### src/rtl/mcka_pkg.sv
package mcka_pkg;

  localparam int CHANNELS = 6;
  localparam int CH_IDX_W = (CHANNELS > 1) ? $clog2(CHANNELS) : 1;

  localparam int CFG_IDX_W = 2;
  localparam logic [CFG_IDX_W-1:0] CFG_ENCODER_MIN = 2'd0;
  localparam logic [CFG_IDX_W-1:0] CFG_ENCODER_MAX = 2'd1;

  localparam logic signed [15:0] ENCODER_MIN_RST = 16'sd0;
  localparam logic signed [15:0] ENCODER_MAX_RST = 16'sd100;

  // magnitude of (counter - min) * (max_angle - min_angle) fits in 34 bits
  localparam int DVD_W = 34;
  localparam int DVS_W = 17;

  typedef enum logic [1:0] {
    KIND_SAMPLE,
    KIND_LOAD,
    KIND_IGNORE
  } kind_t;

  typedef struct packed {
    kind_t              kind;
    logic [2:0]         channel;
    logic               clk_level;
    logic               dt_level;
    logic signed [15:0] load_counter;
    logic signed [15:0] load_min_angle;
    logic signed [15:0] load_max_angle;
    logic signed [15:0] load_angle;
  } req_t;

  typedef struct packed {
    logic full;
    logic empty;
  } q_status_t;

  typedef struct packed {
    logic [2:0]         channel;
    logic signed [15:0] counter_value;
    logic signed [15:0] angle_value;
    logic               moved;
    logic               direction_up;
  } result_t;

endpackage

### src/rtl/mcka_front.sv
module mcka_front
  import mcka_pkg::*;
(
  input  logic               in_valid,
  output logic               in_ready,
  input  logic               in_func,
  input  logic [2:0]         in_channel,
  input  logic               in_clk_level,
  input  logic               in_dt_level,
  input  logic signed [15:0] in_load_counter,
  input  logic signed [15:0] in_load_min_angle,
  input  logic signed [15:0] in_load_max_angle,
  input  logic signed [15:0] in_load_angle,
  input  q_status_t          q_status,
  output logic               push,
  output req_t               push_req
);

  logic in_range;

  assign in_range = int'(in_channel) < CHANNELS;
  assign in_ready = !q_status.full;
  assign push     = in_valid && in_ready;

  always_comb begin
    push_req.channel        = in_channel;
    push_req.clk_level      = in_clk_level;
    push_req.dt_level       = in_dt_level;
    push_req.load_counter   = in_load_counter;
    push_req.load_min_angle = in_load_min_angle;
    push_req.load_max_angle = in_load_max_angle;
    push_req.load_angle     = in_load_angle;
    if (!in_range) begin
      push_req.kind = KIND_IGNORE;
    end else if (in_func) begin
      push_req.kind = KIND_LOAD;
    end else begin
      push_req.kind = KIND_SAMPLE;
    end
  end

endmodule

### src/rtl/mcka_queue.sv
module mcka_queue
  import mcka_pkg::*;
(
  input  logic      clk,
  input  logic      rst_n,
  input  logic      push,
  input  req_t      push_req,
  input  logic      pop,
  output req_t      pop_req,
  output q_status_t status
);

  localparam int DEPTH = 2;

  req_t       mem_r [DEPTH];
  logic       wr_ptr_r;
  logic       rd_ptr_r;
  logic [1:0] count_r;

  assign status.full  = count_r == 2'(DEPTH);
  assign status.empty = count_r == 2'd0;
  assign pop_req      = mem_r[rd_ptr_r];

  always_ff @(posedge clk) begin
    if (!rst_n) begin
      wr_ptr_r <= 1'b0;
      rd_ptr_r <= 1'b0;
      count_r  <= 2'd0;
    end else begin
      if (push) begin
        mem_r[wr_ptr_r] <= push_req;
        wr_ptr_r        <= ~wr_ptr_r;
      end
      if (pop) begin
        rd_ptr_r <= ~rd_ptr_r;
      end
      case ({push, pop})
        2'b10:   count_r <= count_r + 2'd1;
        2'b01:   count_r <= count_r - 2'd1;
        default: count_r <= count_r;
      endcase
    end
  end

endmodule

### src/rtl/mcka_back.sv
module mcka_back
  import mcka_pkg::*;
(
  input  logic               clk,
  input  logic               rst_n,
  input  logic signed [15:0] encoder_min,
  input  logic signed [15:0] encoder_max,
  input  q_status_t          q_status,
  input  req_t               pop_req,
  output logic               pop,
  output logic               out_valid,
  input  logic               out_ready,
  output result_t            out_res
);

  typedef enum logic [2:0] {
    S_IDLE,
    S_EVAL,
    S_MUL,
    S_DIV,
    S_FIN,
    S_DONE
  } state_t;

  localparam logic [5:0] DIV_LAST = 6'(DVD_W - 1);

  state_t             state_r;
  req_t               req_r;
  result_t            res_r;
  result_t            out_r;
  logic               out_valid_r;
  logic               last_clk_r;

  logic signed [15:0] counter_table_r   [CHANNELS];
  logic signed [15:0] angle_table_r     [CHANNELS];
  logic signed [15:0] min_angle_table_r [CHANNELS];
  logic signed [15:0] max_angle_table_r [CHANNELS];

  logic signed [15:0] cnt_r;
  logic signed [15:0] lo_r;
  logic signed [15:0] hi_r;
  logic               neg_r;
  logic [DVS_W-1:0]   dvs_r;
  logic [DVD_W-1:0]   dvd_r;
  logic [DVS_W-1:0]   rem_r;
  logic [5:0]         div_cnt_r;

  logic [CH_IDX_W-1:0] idx;
  logic signed [15:0]  cur_cnt;
  logic                step_up;
  logic signed [15:0]  new_cnt;
  logic signed [16:0]  span;
  logic signed [16:0]  x_off;
  logic signed [16:0]  ang_span;
  logic signed [33:0]  prod;
  logic [DVS_W:0]      rem_sh;
  logic                rem_ge;
  logic signed [35:0]  quo_s;
  logic signed [35:0]  ang_sum;
  logic signed [15:0]  ang_sat;
  logic                out_load;

  assign idx     = req_r.channel[CH_IDX_W-1:0];
  assign cur_cnt = counter_table_r[idx];
  assign step_up = req_r.dt_level != req_r.clk_level;
  assign span    = 17'(encoder_max) - 17'(encoder_min);

  always_comb begin
    new_cnt = cur_cnt;
    if (step_up) begin
      if (cur_cnt < encoder_max) new_cnt = cur_cnt + 16'sd1;
    end else if (cur_cnt > encoder_min) begin
      new_cnt = cur_cnt - 16'sd1;
    end
  end

  assign x_off    = 17'(cnt_r) - 17'(encoder_min);
  assign ang_span = 17'(hi_r) - 17'(lo_r);
  assign prod     = 34'(x_off) * 34'(ang_span);

  // restoring divide, one quotient bit per cycle shifted into dvd_r
  assign rem_sh = {rem_r, dvd_r[DVD_W-1]};
  assign rem_ge = rem_sh >= {1'b0, dvs_r};

  always_comb begin
    quo_s = neg_r ? -$signed({2'b00, dvd_r}) : $signed({2'b00, dvd_r});
    ang_sum = quo_s + 36'(lo_r);
    if (ang_sum > 36'sd32767) begin
      ang_sat = 16'sh7FFF;
    end else if (ang_sum < -36'sd32768) begin
      ang_sat = 16'sh8000;
    end else begin
      ang_sat = ang_sum[15:0];
    end
  end

  assign pop       = (state_r == S_IDLE) && !q_status.empty;
  assign out_load  = (state_r == S_DONE) && (!out_valid_r || out_ready);
  assign out_valid = out_valid_r;
  assign out_res   = out_r;

  always_ff @(posedge clk) begin
    if (!rst_n) begin
      state_r     <= S_IDLE;
      out_valid_r <= 1'b0;
      last_clk_r  <= 1'b0;
    end else begin
      if (out_load) begin
        out_valid_r <= 1'b1;
      end else if (out_ready) begin
        out_valid_r <= 1'b0;
      end
      case (state_r)
        S_IDLE: begin
          if (pop) begin
            req_r   <= pop_req;
            state_r <= S_EVAL;
          end
        end
        S_EVAL: begin
          res_r.channel <= req_r.channel;
          case (req_r.kind)
            KIND_LOAD: begin
              counter_table_r[idx]   <= req_r.load_counter;
              angle_table_r[idx]     <= req_r.load_angle;
              min_angle_table_r[idx] <= req_r.load_min_angle;
              max_angle_table_r[idx] <= req_r.load_max_angle;
              res_r.counter_value    <= req_r.load_counter;
              res_r.angle_value      <= req_r.load_angle;
              res_r.moved            <= 1'b0;
              res_r.direction_up     <= 1'b0;
              state_r                <= S_DONE;
            end
            KIND_SAMPLE: begin
              if (req_r.clk_level == last_clk_r) begin
                res_r.counter_value <= cur_cnt;
                res_r.angle_value   <= angle_table_r[idx];
                res_r.moved         <= 1'b0;
                res_r.direction_up  <= 1'b0;
                state_r             <= S_DONE;
              end else begin
                counter_table_r[idx] <= new_cnt;
                last_clk_r           <= req_r.clk_level;
                res_r.counter_value  <= new_cnt;
                res_r.moved          <= 1'b1;
                res_r.direction_up   <= step_up;
                cnt_r                <= new_cnt;
                lo_r                 <= min_angle_table_r[idx];
                hi_r                 <= max_angle_table_r[idx];
                if (span == 17'sd0) begin
                  angle_table_r[idx] <= min_angle_table_r[idx];
                  res_r.angle_value  <= min_angle_table_r[idx];
                  state_r            <= S_DONE;
                end else begin
                  state_r <= S_MUL;
                end
              end
            end
            default: begin
              res_r.counter_value <= 16'sd0;
              res_r.angle_value   <= 16'sd0;
              res_r.moved         <= 1'b0;
              res_r.direction_up  <= 1'b0;
              state_r             <= S_DONE;
            end
          endcase
        end
        S_MUL: begin
          dvd_r     <= prod[33] ? DVD_W'(-prod) : DVD_W'(prod);
          dvs_r     <= span[16] ? DVS_W'(-span) : DVS_W'(span);
          neg_r     <= prod[33] ^ span[16];
          rem_r     <= '0;
          div_cnt_r <= DIV_LAST;
          state_r   <= S_DIV;
        end
        S_DIV: begin
          // remainder stays below the divisor, so the top bit drops out
          rem_r     <= rem_ge ? DVS_W'(rem_sh - {1'b0, dvs_r}) : rem_sh[DVS_W-1:0];
          dvd_r     <= {dvd_r[DVD_W-2:0], rem_ge};
          div_cnt_r <= div_cnt_r - 6'd1;
          if (div_cnt_r == 6'd0) state_r <= S_FIN;
        end
        S_FIN: begin
          angle_table_r[idx] <= ang_sat;
          res_r.angle_value  <= ang_sat;
          state_r            <= S_DONE;
        end
        S_DONE: begin
          if (out_load) begin
            out_r   <= res_r;
            state_r <= S_IDLE;
          end
        end
        default: state_r <= S_IDLE;
      endcase
    end
  end

endmodule

### src/rtl/multi_channel_knob_angle_mapper_core.sv
// Loads, ignored channels and samples without a clock change go from evaluate
// straight to done; a moving sample adds a 17x17 multiply and then a 34-step
// restoring divider, one quotient bit per cycle, unless encoder span is zero.
// The back end takes one request at a time and pops the next only after the
// result is handed to the output; a two-entry queue takes requests meanwhile.
// Reset (synchronous, rst_n low): encoder limits 0 and 100, last clock level 0,
// queue and output emptied; channel tables hold nothing until loaded.
module multi_channel_knob_angle_mapper_core
  import mcka_pkg::*;
(
  input  logic                 clk,
  input  logic                 rst_n,
  input  logic                 in_valid,
  output logic                 in_ready,
  input  logic                 in_func,
  input  logic [2:0]           in_channel,
  input  logic                 in_clk_level,
  input  logic                 in_dt_level,
  input  logic signed [15:0]   in_load_counter,
  input  logic signed [15:0]   in_load_min_angle,
  input  logic signed [15:0]   in_load_max_angle,
  input  logic signed [15:0]   in_load_angle,
  output logic                 out_valid,
  input  logic                 out_ready,
  output logic [2:0]           out_channel,
  output logic signed [15:0]   out_counter_value,
  output logic signed [15:0]   out_angle_value,
  output logic                 out_moved,
  output logic                 out_direction_up,
  input  logic                 cfg_valid,
  output logic                 cfg_ready,
  input  logic [CFG_IDX_W-1:0] cfg_index,
  input  logic [15:0]          cfg_data
);

  logic signed [15:0] encoder_min_r;
  logic signed [15:0] encoder_max_r;
  q_status_t          q_status;
  logic               push;
  req_t               push_req;
  logic               pop;
  req_t               pop_req;
  result_t            out_res;

  assign cfg_ready = 1'b1;

  always_ff @(posedge clk) begin
    if (!rst_n) begin
      encoder_min_r <= ENCODER_MIN_RST;
      encoder_max_r <= ENCODER_MAX_RST;
    end else if (cfg_valid) begin
      case (cfg_index)
        CFG_ENCODER_MIN: encoder_min_r <= cfg_data;
        CFG_ENCODER_MAX: encoder_max_r <= cfg_data;
        default: ;
      endcase
    end
  end

  mcka_front u_front (
    .in_valid          (in_valid),
    .in_ready          (in_ready),
    .in_func           (in_func),
    .in_channel        (in_channel),
    .in_clk_level      (in_clk_level),
    .in_dt_level       (in_dt_level),
    .in_load_counter   (in_load_counter),
    .in_load_min_angle (in_load_min_angle),
    .in_load_max_angle (in_load_max_angle),
    .in_load_angle     (in_load_angle),
    .q_status          (q_status),
    .push              (push),
    .push_req          (push_req)
  );

  mcka_queue u_queue (
    .clk      (clk),
    .rst_n    (rst_n),
    .push     (push),
    .push_req (push_req),
    .pop      (pop),
    .pop_req  (pop_req),
    .status   (q_status)
  );

  mcka_back u_back (
    .clk         (clk),
    .rst_n       (rst_n),
    .encoder_min (encoder_min_r),
    .encoder_max (encoder_max_r),
    .q_status    (q_status),
    .pop_req     (pop_req),
    .pop         (pop),
    .out_valid   (out_valid),
    .out_ready   (out_ready),
    .out_res     (out_res)
  );

  assign out_channel       = out_res.channel;
  assign out_counter_value = out_res.counter_value;
  assign out_angle_value   = out_res.angle_value;
  assign out_moved         = out_res.moved;
  assign out_direction_up  = out_res.direction_up;

endmodule

### config.mk
export PLATFORM = sky130hd
export DESIGN_NAME = multi_channel_knob_angle_mapper_core
export DESIGN_NICKNAME = d
export VERILOG_FILES = /design/src/rtl/mcka_pkg.sv /design/src/rtl/mcka_front.sv /design/src/rtl/mcka_queue.sv /design/src/rtl/mcka_back.sv /design/src/rtl/multi_channel_knob_angle_mapper_core.sv
export SDC_FILE = /design/constraint.sdc
export NUM_CORES = 2
export LEC_CHECK = 0
export BUFFER_PORTS_ARGS = -buffer_cell sky130_fd_sc_hd__buf_4
export CELL_PAD_IN_SITES_DETAIL_PLACEMENT = 0
export CELL_PAD_IN_SITES_GLOBAL_PLACEMENT = 1
export CORE_MARGIN = 2
export CORE_UTILIZATION = 30
export CTS_CLUSTER_SIZE = 28
export DETAILED_ROUTE_END_ITERATION = 6
export GPL_ROUTABILITY_DRIVEN = 0
export MAX_ROUTING_LAYER = met4
export PLACE_DENSITY = 0.6
export SLEW_MARGIN = 20
export SYNTH_ARGS = -nofsm -noshare
export SYNTH_HDL_FRONTEND = slang
export SYNTH_SLANG_ARGS = --single-unit
### constraint.sdc
create_clock -name clk -period 13.25 [get_ports clk]
set_input_delay 1.325 -clock clk [delete_from_list [all_inputs] [get_ports clk]]
set_output_delay 1.325 -clock clk [all_outputs]
set_load 0.1 [all_outputs]
======== Word level (Yosys, flattened, before mapping) ========
Memory sizes are Yosys's and may differ from the RTL's. A register that Yosys moved wholly into a read port is not among the register bits.
Index checks and enable logic that the tools add are counted.
word-level totals
  output and inout port bits .............. 40
  logic and storage cells ................. 154
  memories ................................ 5
  register bits ........................... 222
  bits in writable memories ............... 526
operators by class
  equality and inequality tests ........... 16
  $lt $le $gt $ge ......................... 6
  multipliers ............................. 1
  bitwise gates (word level) .............. 7
  add/subtract/negate cells ............... 13
  reductions and logical operators ........ 28
  multiplexer cells ....................... 52
memory list
  name                      words  width  read ports  clocked after memory_dff  wr ports  line              source
  u_queue.mem_r             2      71     1           1                         1         mcka_queue.sv:15  req_t mem_r [DEPTH];
  u_back.angle_table_r      6      16     1           0                         1         mcka_back.sv:35   logic signed [15:0] angle_table_r [CHANNELS];
  u_back.counter_table_r    6      16     1           0                         1         mcka_back.sv:34   logic signed [15:0] counter_table_r [CHANNELS];
  u_back.max_angle_table_r  6      16     1           1                         1         mcka_back.sv:37   logic signed [15:0] max_angle_table_r [CHANNELS];
  u_back.min_angle_table_r  6      16     1           0                         1         mcka_back.sv:36   logic signed [15:0] min_angle_table_r [CHANNELS];
operator list
  operator                                                          number
  two-way mux 16 bit                                                10
  one-hot mux 34 bit (2 select lines)                               2
  two-way mux 34 bit                                                2
  subtractor 16 x 16 -> 17 bit                                      3
  adder 36 x 16 -> 36 bit                                           1
  greater-than comparator 36 x 16 -> 1 bit (second input constant)  1
  < comparator 36 x 16 -> 1 bit (second input constant)             1
  two-way mux 36 bit                                                1
  negator 34 -> 36 bit                                              1
  multiplier 17 x 17 -> 34 bit                                      1
  negator 34 bit                                                    1
  one-hot mux 17 bit (2 select lines)                               1
  one-hot mux 16 bit (2 select lines)                               1
  two-way mux 1 bit                                                 24
  >= comparator 18 x 17 -> 1 bit                                    1
  two-way mux 3 bit                                                 6
  one-hot mux 3 bit (6 select lines)                                1
  zero test 17 bit                                                  1
  two-way mux 17 bit                                                1
  negator 17 bit                                                    1
  subtractor 17 bit                                                 1
  adder 16 x 2 -> 16 bit (second input constant)                    1
  greater-than comparator 16 bit                                    1
  < comparator 16 bit                                               1
  31 further kinds                                                  58

======== Logic depth before layout (Yosys ltp) ========
  depth after elaboration ................. 10
  gate-level depth with buffers ........... 41

======== By module ========
Synthesis repeated with hierarchy kept, for this count alone.
unflattened totals
  cell total of the unflattened synthesis .. 4273
  area total of the unflattened synthesis .. 50898.8 µm²
modules (own cells, without submodules)
  module                                area each (µm²)  cells an instance  times used  seq. area each (µm²)
  mcka_back                             43765.7          3827               1           19738.9
  mcka_queue                            5325.1           244                1           4364.2
  multi_channel_knob_angle_mapper_core  1266.2           129                1           640.6
  mcka_front                            541.8            73                 1           0.0

======== Least setup slack after synthesis ========
No wires, ideal clock.
  kind .................................... flip-flop to flip-flop
  start point ............................. reg u_back.cnt_r[0]
  end point ............................... reg u_back.dvd_r[27] (data pin)
  slack ................................... 3737 ps
  library setup time ...................... 270 ps
  arrival ................................. 9243 ps
  data required time ...................... 12980 ps
  clock period less this slack ............ 9513 ps
  cell stages (with the launch flop) ...... 42
  path through ............................ edfxtp_1 > inv_1 > ha_1 > inv_1 > fa_1 > a21o_1 > a21oi_1 > o21bai_1 > a211oi_1 > o31ai_1 > o41a_1 > a21o_1 > a21o_1 > nand2_1 > a31o_2 > clkbuf_1 > nand2_1 > fa_1 > [... 6 more ...] > fa_1 > inv_1 > fa_1 > inv_1 > ha_1 > clkbuf_1 > nand2_1 > nor3_1 > a22o_1 > a221o_1 > a21oi_1 > o31a_1 > o2bb2ai_1 > xnor2_1 > clkbuf_1 > o41ai_1 > xnor2_1 > a21oi_1
between the ends
  cells in the longest elaborated chain, start to end .. 5
ends and longest elaborated chain
  element                                line              source
  from (decl)                            mcka_back.sv:39   logic signed [15:0] cnt_r;
  from (signal assigned)                 mcka_back.sv:147  cnt_r <= new_cnt;
  subtractor 16 x 16 -> 17 bit *         mcka_back.sv:77   assign x_off = 17'(cnt_r) - 17'(encoder_min);
  multiplier 17 x 17 -> 34 bit *         mcka_back.sv:79   assign prod = 34'(x_off) * 34'(ang_span);
  negator 34 bit                         mcka_back.sv:169  dvd_r <= prod[33] ? DVD_W'(-prod) : DVD_W'(prod);
  two-way mux 34 bit *                   mcka_back.sv:169
  one-hot mux 34 bit (2 select lines) *  mcka_back.sv:113  case (state_r)
  to (signal assigned)                   mcka_back.sv:169
  to (signal assigned)                   mcka_back.sv:179  dvd_r <= {dvd_r[DVD_W-2:0], rem_ge};
  to (decl)                              mcka_back.sv:44   logic [DVD_W-1:0] dvd_r;
Every way passes the cells marked *; elsewhere a longest branch is shown, timed or not.
A chain may end at the register's enable or synchronous reset.

======== Worst setup path after layout ========
  start point ............................. reg encoder_min_r[0]
  end point ............................... reg u_back.dvd_r[26] (data pin)
between the ends
  cells in the longest elaborated chain, start to end .. 5
ends and longest elaborated chain
  element                                line                                        source
  from (decl)                            multi_channel_knob_angle_mapper_core.sv:36  logic signed [15:0] encoder_min_r;
  from (signal assigned)                 multi_channel_knob_angle_mapper_core.sv:53  CFG_ENCODER_MIN: encoder_min_r <= cfg_data;
  subtractor 16 x 16 -> 17 bit *         mcka_back.sv:77
  multiplier 17 x 17 -> 34 bit *         mcka_back.sv:79
  negator 34 bit                         mcka_back.sv:169
  two-way mux 34 bit *                   mcka_back.sv:169
  one-hot mux 34 bit (2 select lines) *  mcka_back.sv:113
Marked as above.

==> results_dict.tcl <==
set metrics [dict create \
    status "finished clean" \
    rr_endpoint "u_back.dvd_r[26]" \
    cts_buffer_depth 3 \
    vias_per_cell 4.89 \
    end_kind "flip-flop" \
    arrival_ns 10.96 \
    grt_max_degree 118 \
    yosys_warnings 0 \
    cpPeakStageDelay_ns 0.81 \
    final_antenna_net_count 0 \
    die_area_um2 174000 \
    setup_violations 0 \
    die_height_um 417 \
    area_delta_synth_final_pct 13.0 \
    antenna_found_initial 0 \
    cts_sinks 835 \
    fmax_mhz 94.8 \
    timing.rr.start "encoder_min_r[0]" \
    drtIter0Drc 2013 \
    ys_seq_area_share_pct 48.2 \
    worstSetupPathType "reg2reg" \
    skew_ns 0.0270 \
    slew_headroom_pct 27.2 \
    maxCapViolCount 0 \
    r2r_cells 35 \
    syn_inst 4298 \
    port_buffers 131 \
    hold_end "u_back.out_res[36]" \
    post_cts_buffers 0 \
    cts_tree "yes" \
    vias 33000 \
    core_um2 169000 \
    finalHoldViolCount 0 \
    overflow 0 \
    dp_hpwl_mm 102 \
    drc 0 \
    worstHoldPathCells 0 \
    rsz0062_at_grt "false" \
    hold_buffers 0 \
    n_fill_cell 16600 \
    cts_buffers 88 \
    maxSlewViolCount 0 \
    worstSkewPairLatency_ns 0.69 \
    path_buf_inv 5 \
    cp_slowest_cell "o31ai_1" \
    ys.flop_type "edfxtp_1" \
    grt_pass1_vias 33700 \
    finalCritPeriodShare_pct 79.6 \
    wirelength_mm 137 \
    path_common_cell "fa_1" \
    synth.avg_cell_area_um2 11.9 \
    htree_levels 3 \
    worst_slew_pin_slew_ns 1.09 \
    wl_per_cell_um 20.4 \
    layout.nets 5069 \
    cts_resized 0 \
    synth-seq-cells 835 \
    io_pins 133 \
    path_clk_slew_ns 0.06 \
    rrSetupSlack_ns 2.71 \
    required_ns 13.66 \
    startpoint_type "flip-flop" \
    yosysUniqueCellTypes 100 \
    syn-num-nets 4917 \
    cp_top_family "adder cells" \
    clockRootBuffer "clkbuf_16" \
    fp.dieW_um 417 \
    drive_above_1_share_pct 14.0 \
    num_rows 151 \
    hold_class "reg2reg" \
    holdCritStartpoint "u_back.res_r[36]" \
    finalSetupTns_ns 0 \
    path_max_fanout 9 \
    grt_pass1_wl_mm 211 \
    grt_usage_pct 16.3 \
    timing.final.crit_period_ns 10.54 \
    start_util_pct 30.2 \
    synth-async-reset-ratio_pct 0 \
    drt_pass1_iterations 5 \
    synth_edf_count 794 \
    syn-cell-area_um2 51200 \
]
[how the worst max path moves through the flow]
stage                           startpoint          endpoint  slack, ns  depth (start not counted)
after floorplan            u_back.cnt_r[0]  u_back.dvd_r[27]       3.74                         41
after global placement      u_back.lo_r[0]  u_back.dvd_r[20]       2.87                         34
after detailed placement  encoder_min_r[0]  u_back.dvd_r[27]       2.76                         35
after CTS                 encoder_min_r[0]  u_back.dvd_r[27]       2.70                         35
after global routing        u_back.hi_r[0]  u_back.dvd_r[26]       1.89                         34
final                     encoder_min_r[0]  u_back.dvd_r[26]       2.71                         35
[flip-flops by register name, summed over array words and instances (netlist names), 37 cells and up]
| name | flops |
|---|---|
| u_back.min_angle_table_r | 96 |
| u_queue.mem_r | 142 |
| u_back.res_r | 37 |
| u_back.angle_table_r | 96 |
| u_back.counter_table_r | 96 |
| u_back.max_angle_table_r | 96 |
| u_back.out_res | 37 |
| u_back.req_r | 68 |
[stage by stage]
step | instances | hold slack (ns) | utilization [%] | instance area (um2) | setup slack, ns
floorplan | 4298 | 0.400 | - | 51200 | 3.74
global placement | 6578 | 0.406 | 32.5 | 55100 | 2.87
detailed placement | 6578 | 0.405 | 32.5 | 55100 | 2.76
CTS | 6739 | 0.412 | 34.1 | 57800 | 2.70
global route | 6739 | 0.419 | 34.1 | 57800 | 1.89
finish | 6741 | 0.411 | 34.1 | 57800 | 2.71
[cells in the mapped netlist, drive strengths merged (12+ instances only)]
master	instances	area share, %
mux2i	43	0.84
a22o	15	0.26
buf	29	0.37
nand3	47	0.46
a31oi	15	0.18
o221ai	15	0.26
a21o	37	0.54
and2	35	0.44
or3	26	0.32
o21bai	15	0.22
o21a	26	0.38
o21ai	143	1.4
mux4	29	1.3
nand2b	44	0.54
ha	225	5.5
mux2	175	3.9
a21oi	177	1.8
a21boi	37	0.56
fa	301	12
a221oi	20	0.34
nor2b	55	0.67
xnor2	170	2.9
nor2	296	2.2
o31ai	30	0.44
nor3	58	0.57
o211ai	33	0.49
a211oi	43	0.68
edfxtp	794	47
nand4	21	0.26
nor4	16	0.24
or4	14	0.21
inv	469	3.4
a22oi	47	0.69
xor2	64	1.1
dfxtp	41	1.6
a221o	12	0.24
and3	18	0.22
or2	18	0.22
clkbuf	135	1.0
nand2	399	2.9
[metal layers]
layer / wire length, um / share of wire, % / global-route usage (%) / vias to the layer above
met4: 2830 / 2.1 / 3.64 / 0
li1: - / - / - / 15500
met2: 66900 / 49 / 27.0 / 580
met1: 63100 / 46 / 21.6 / 16700
met3: 4620 / 3.4 / 1.78 / 153
met5: 0 / 0 / - / -
[area by class of cell]
class / instances / area [um2] / area share (%)
Inverter: 469 / 1760 / 3.04
Clock buffer: 118 / 2370 / 4.09
Antenna cell: 2 / 5.00 / 0.00866
Sequential cell: 835 / 24700 / 42.7
Clock inverter: 43 / 368 / 0.636
Multi-Input combinational cell: 2828 / 24100 / 41.8
Tap cell: 2218 / 2780 / 4.80
Timing Repair Buffer: 228 / 1740 / 3.00
[layout by cell type (no fill, tap or decap), drive strengths merged, types with 16 or more instances in the layout]
master,n
nand2b,44
ha,225
dfxtp,41
nand4,21
xnor2,170
nor3,58
clkbuf,118
edfxtp,794
o21ai,143
or2,18
a21boi,37
a211oi,43
and3,18
o31ai,30
a21oi,177
nor2b,55
nand2,399
nand3,47
or3,26
nor4,16
a22oi,47
clkinv,34
mux2,175
and2,35
xor2,64
o211ai,33
fa,301
a21o,37
buf,228
a221oi,20
inv,471
nor2,296
o21a,26
mux4,29
mux2i,43
[logic make-up after synthesis]
kind of cell | Yosys count | synth area share (%)
AO/OA/AOI/OAI | 737 | 9.81
XOR/XNOR | 234 | 4.02
adder cells (fa/ha/maj) | 526 | 17.3
buffers and inverters | 635 | 4.89
flip-flops | 835 | 48.2
multiplexers | 247 | 5.97
other | 1 | 0.00733
AND/OR/NAND/NOR | 1083 | 9.85
Power is not shown: default switching activity piles up to over one toggle a cycle in this logic, so the estimate is an artifact.
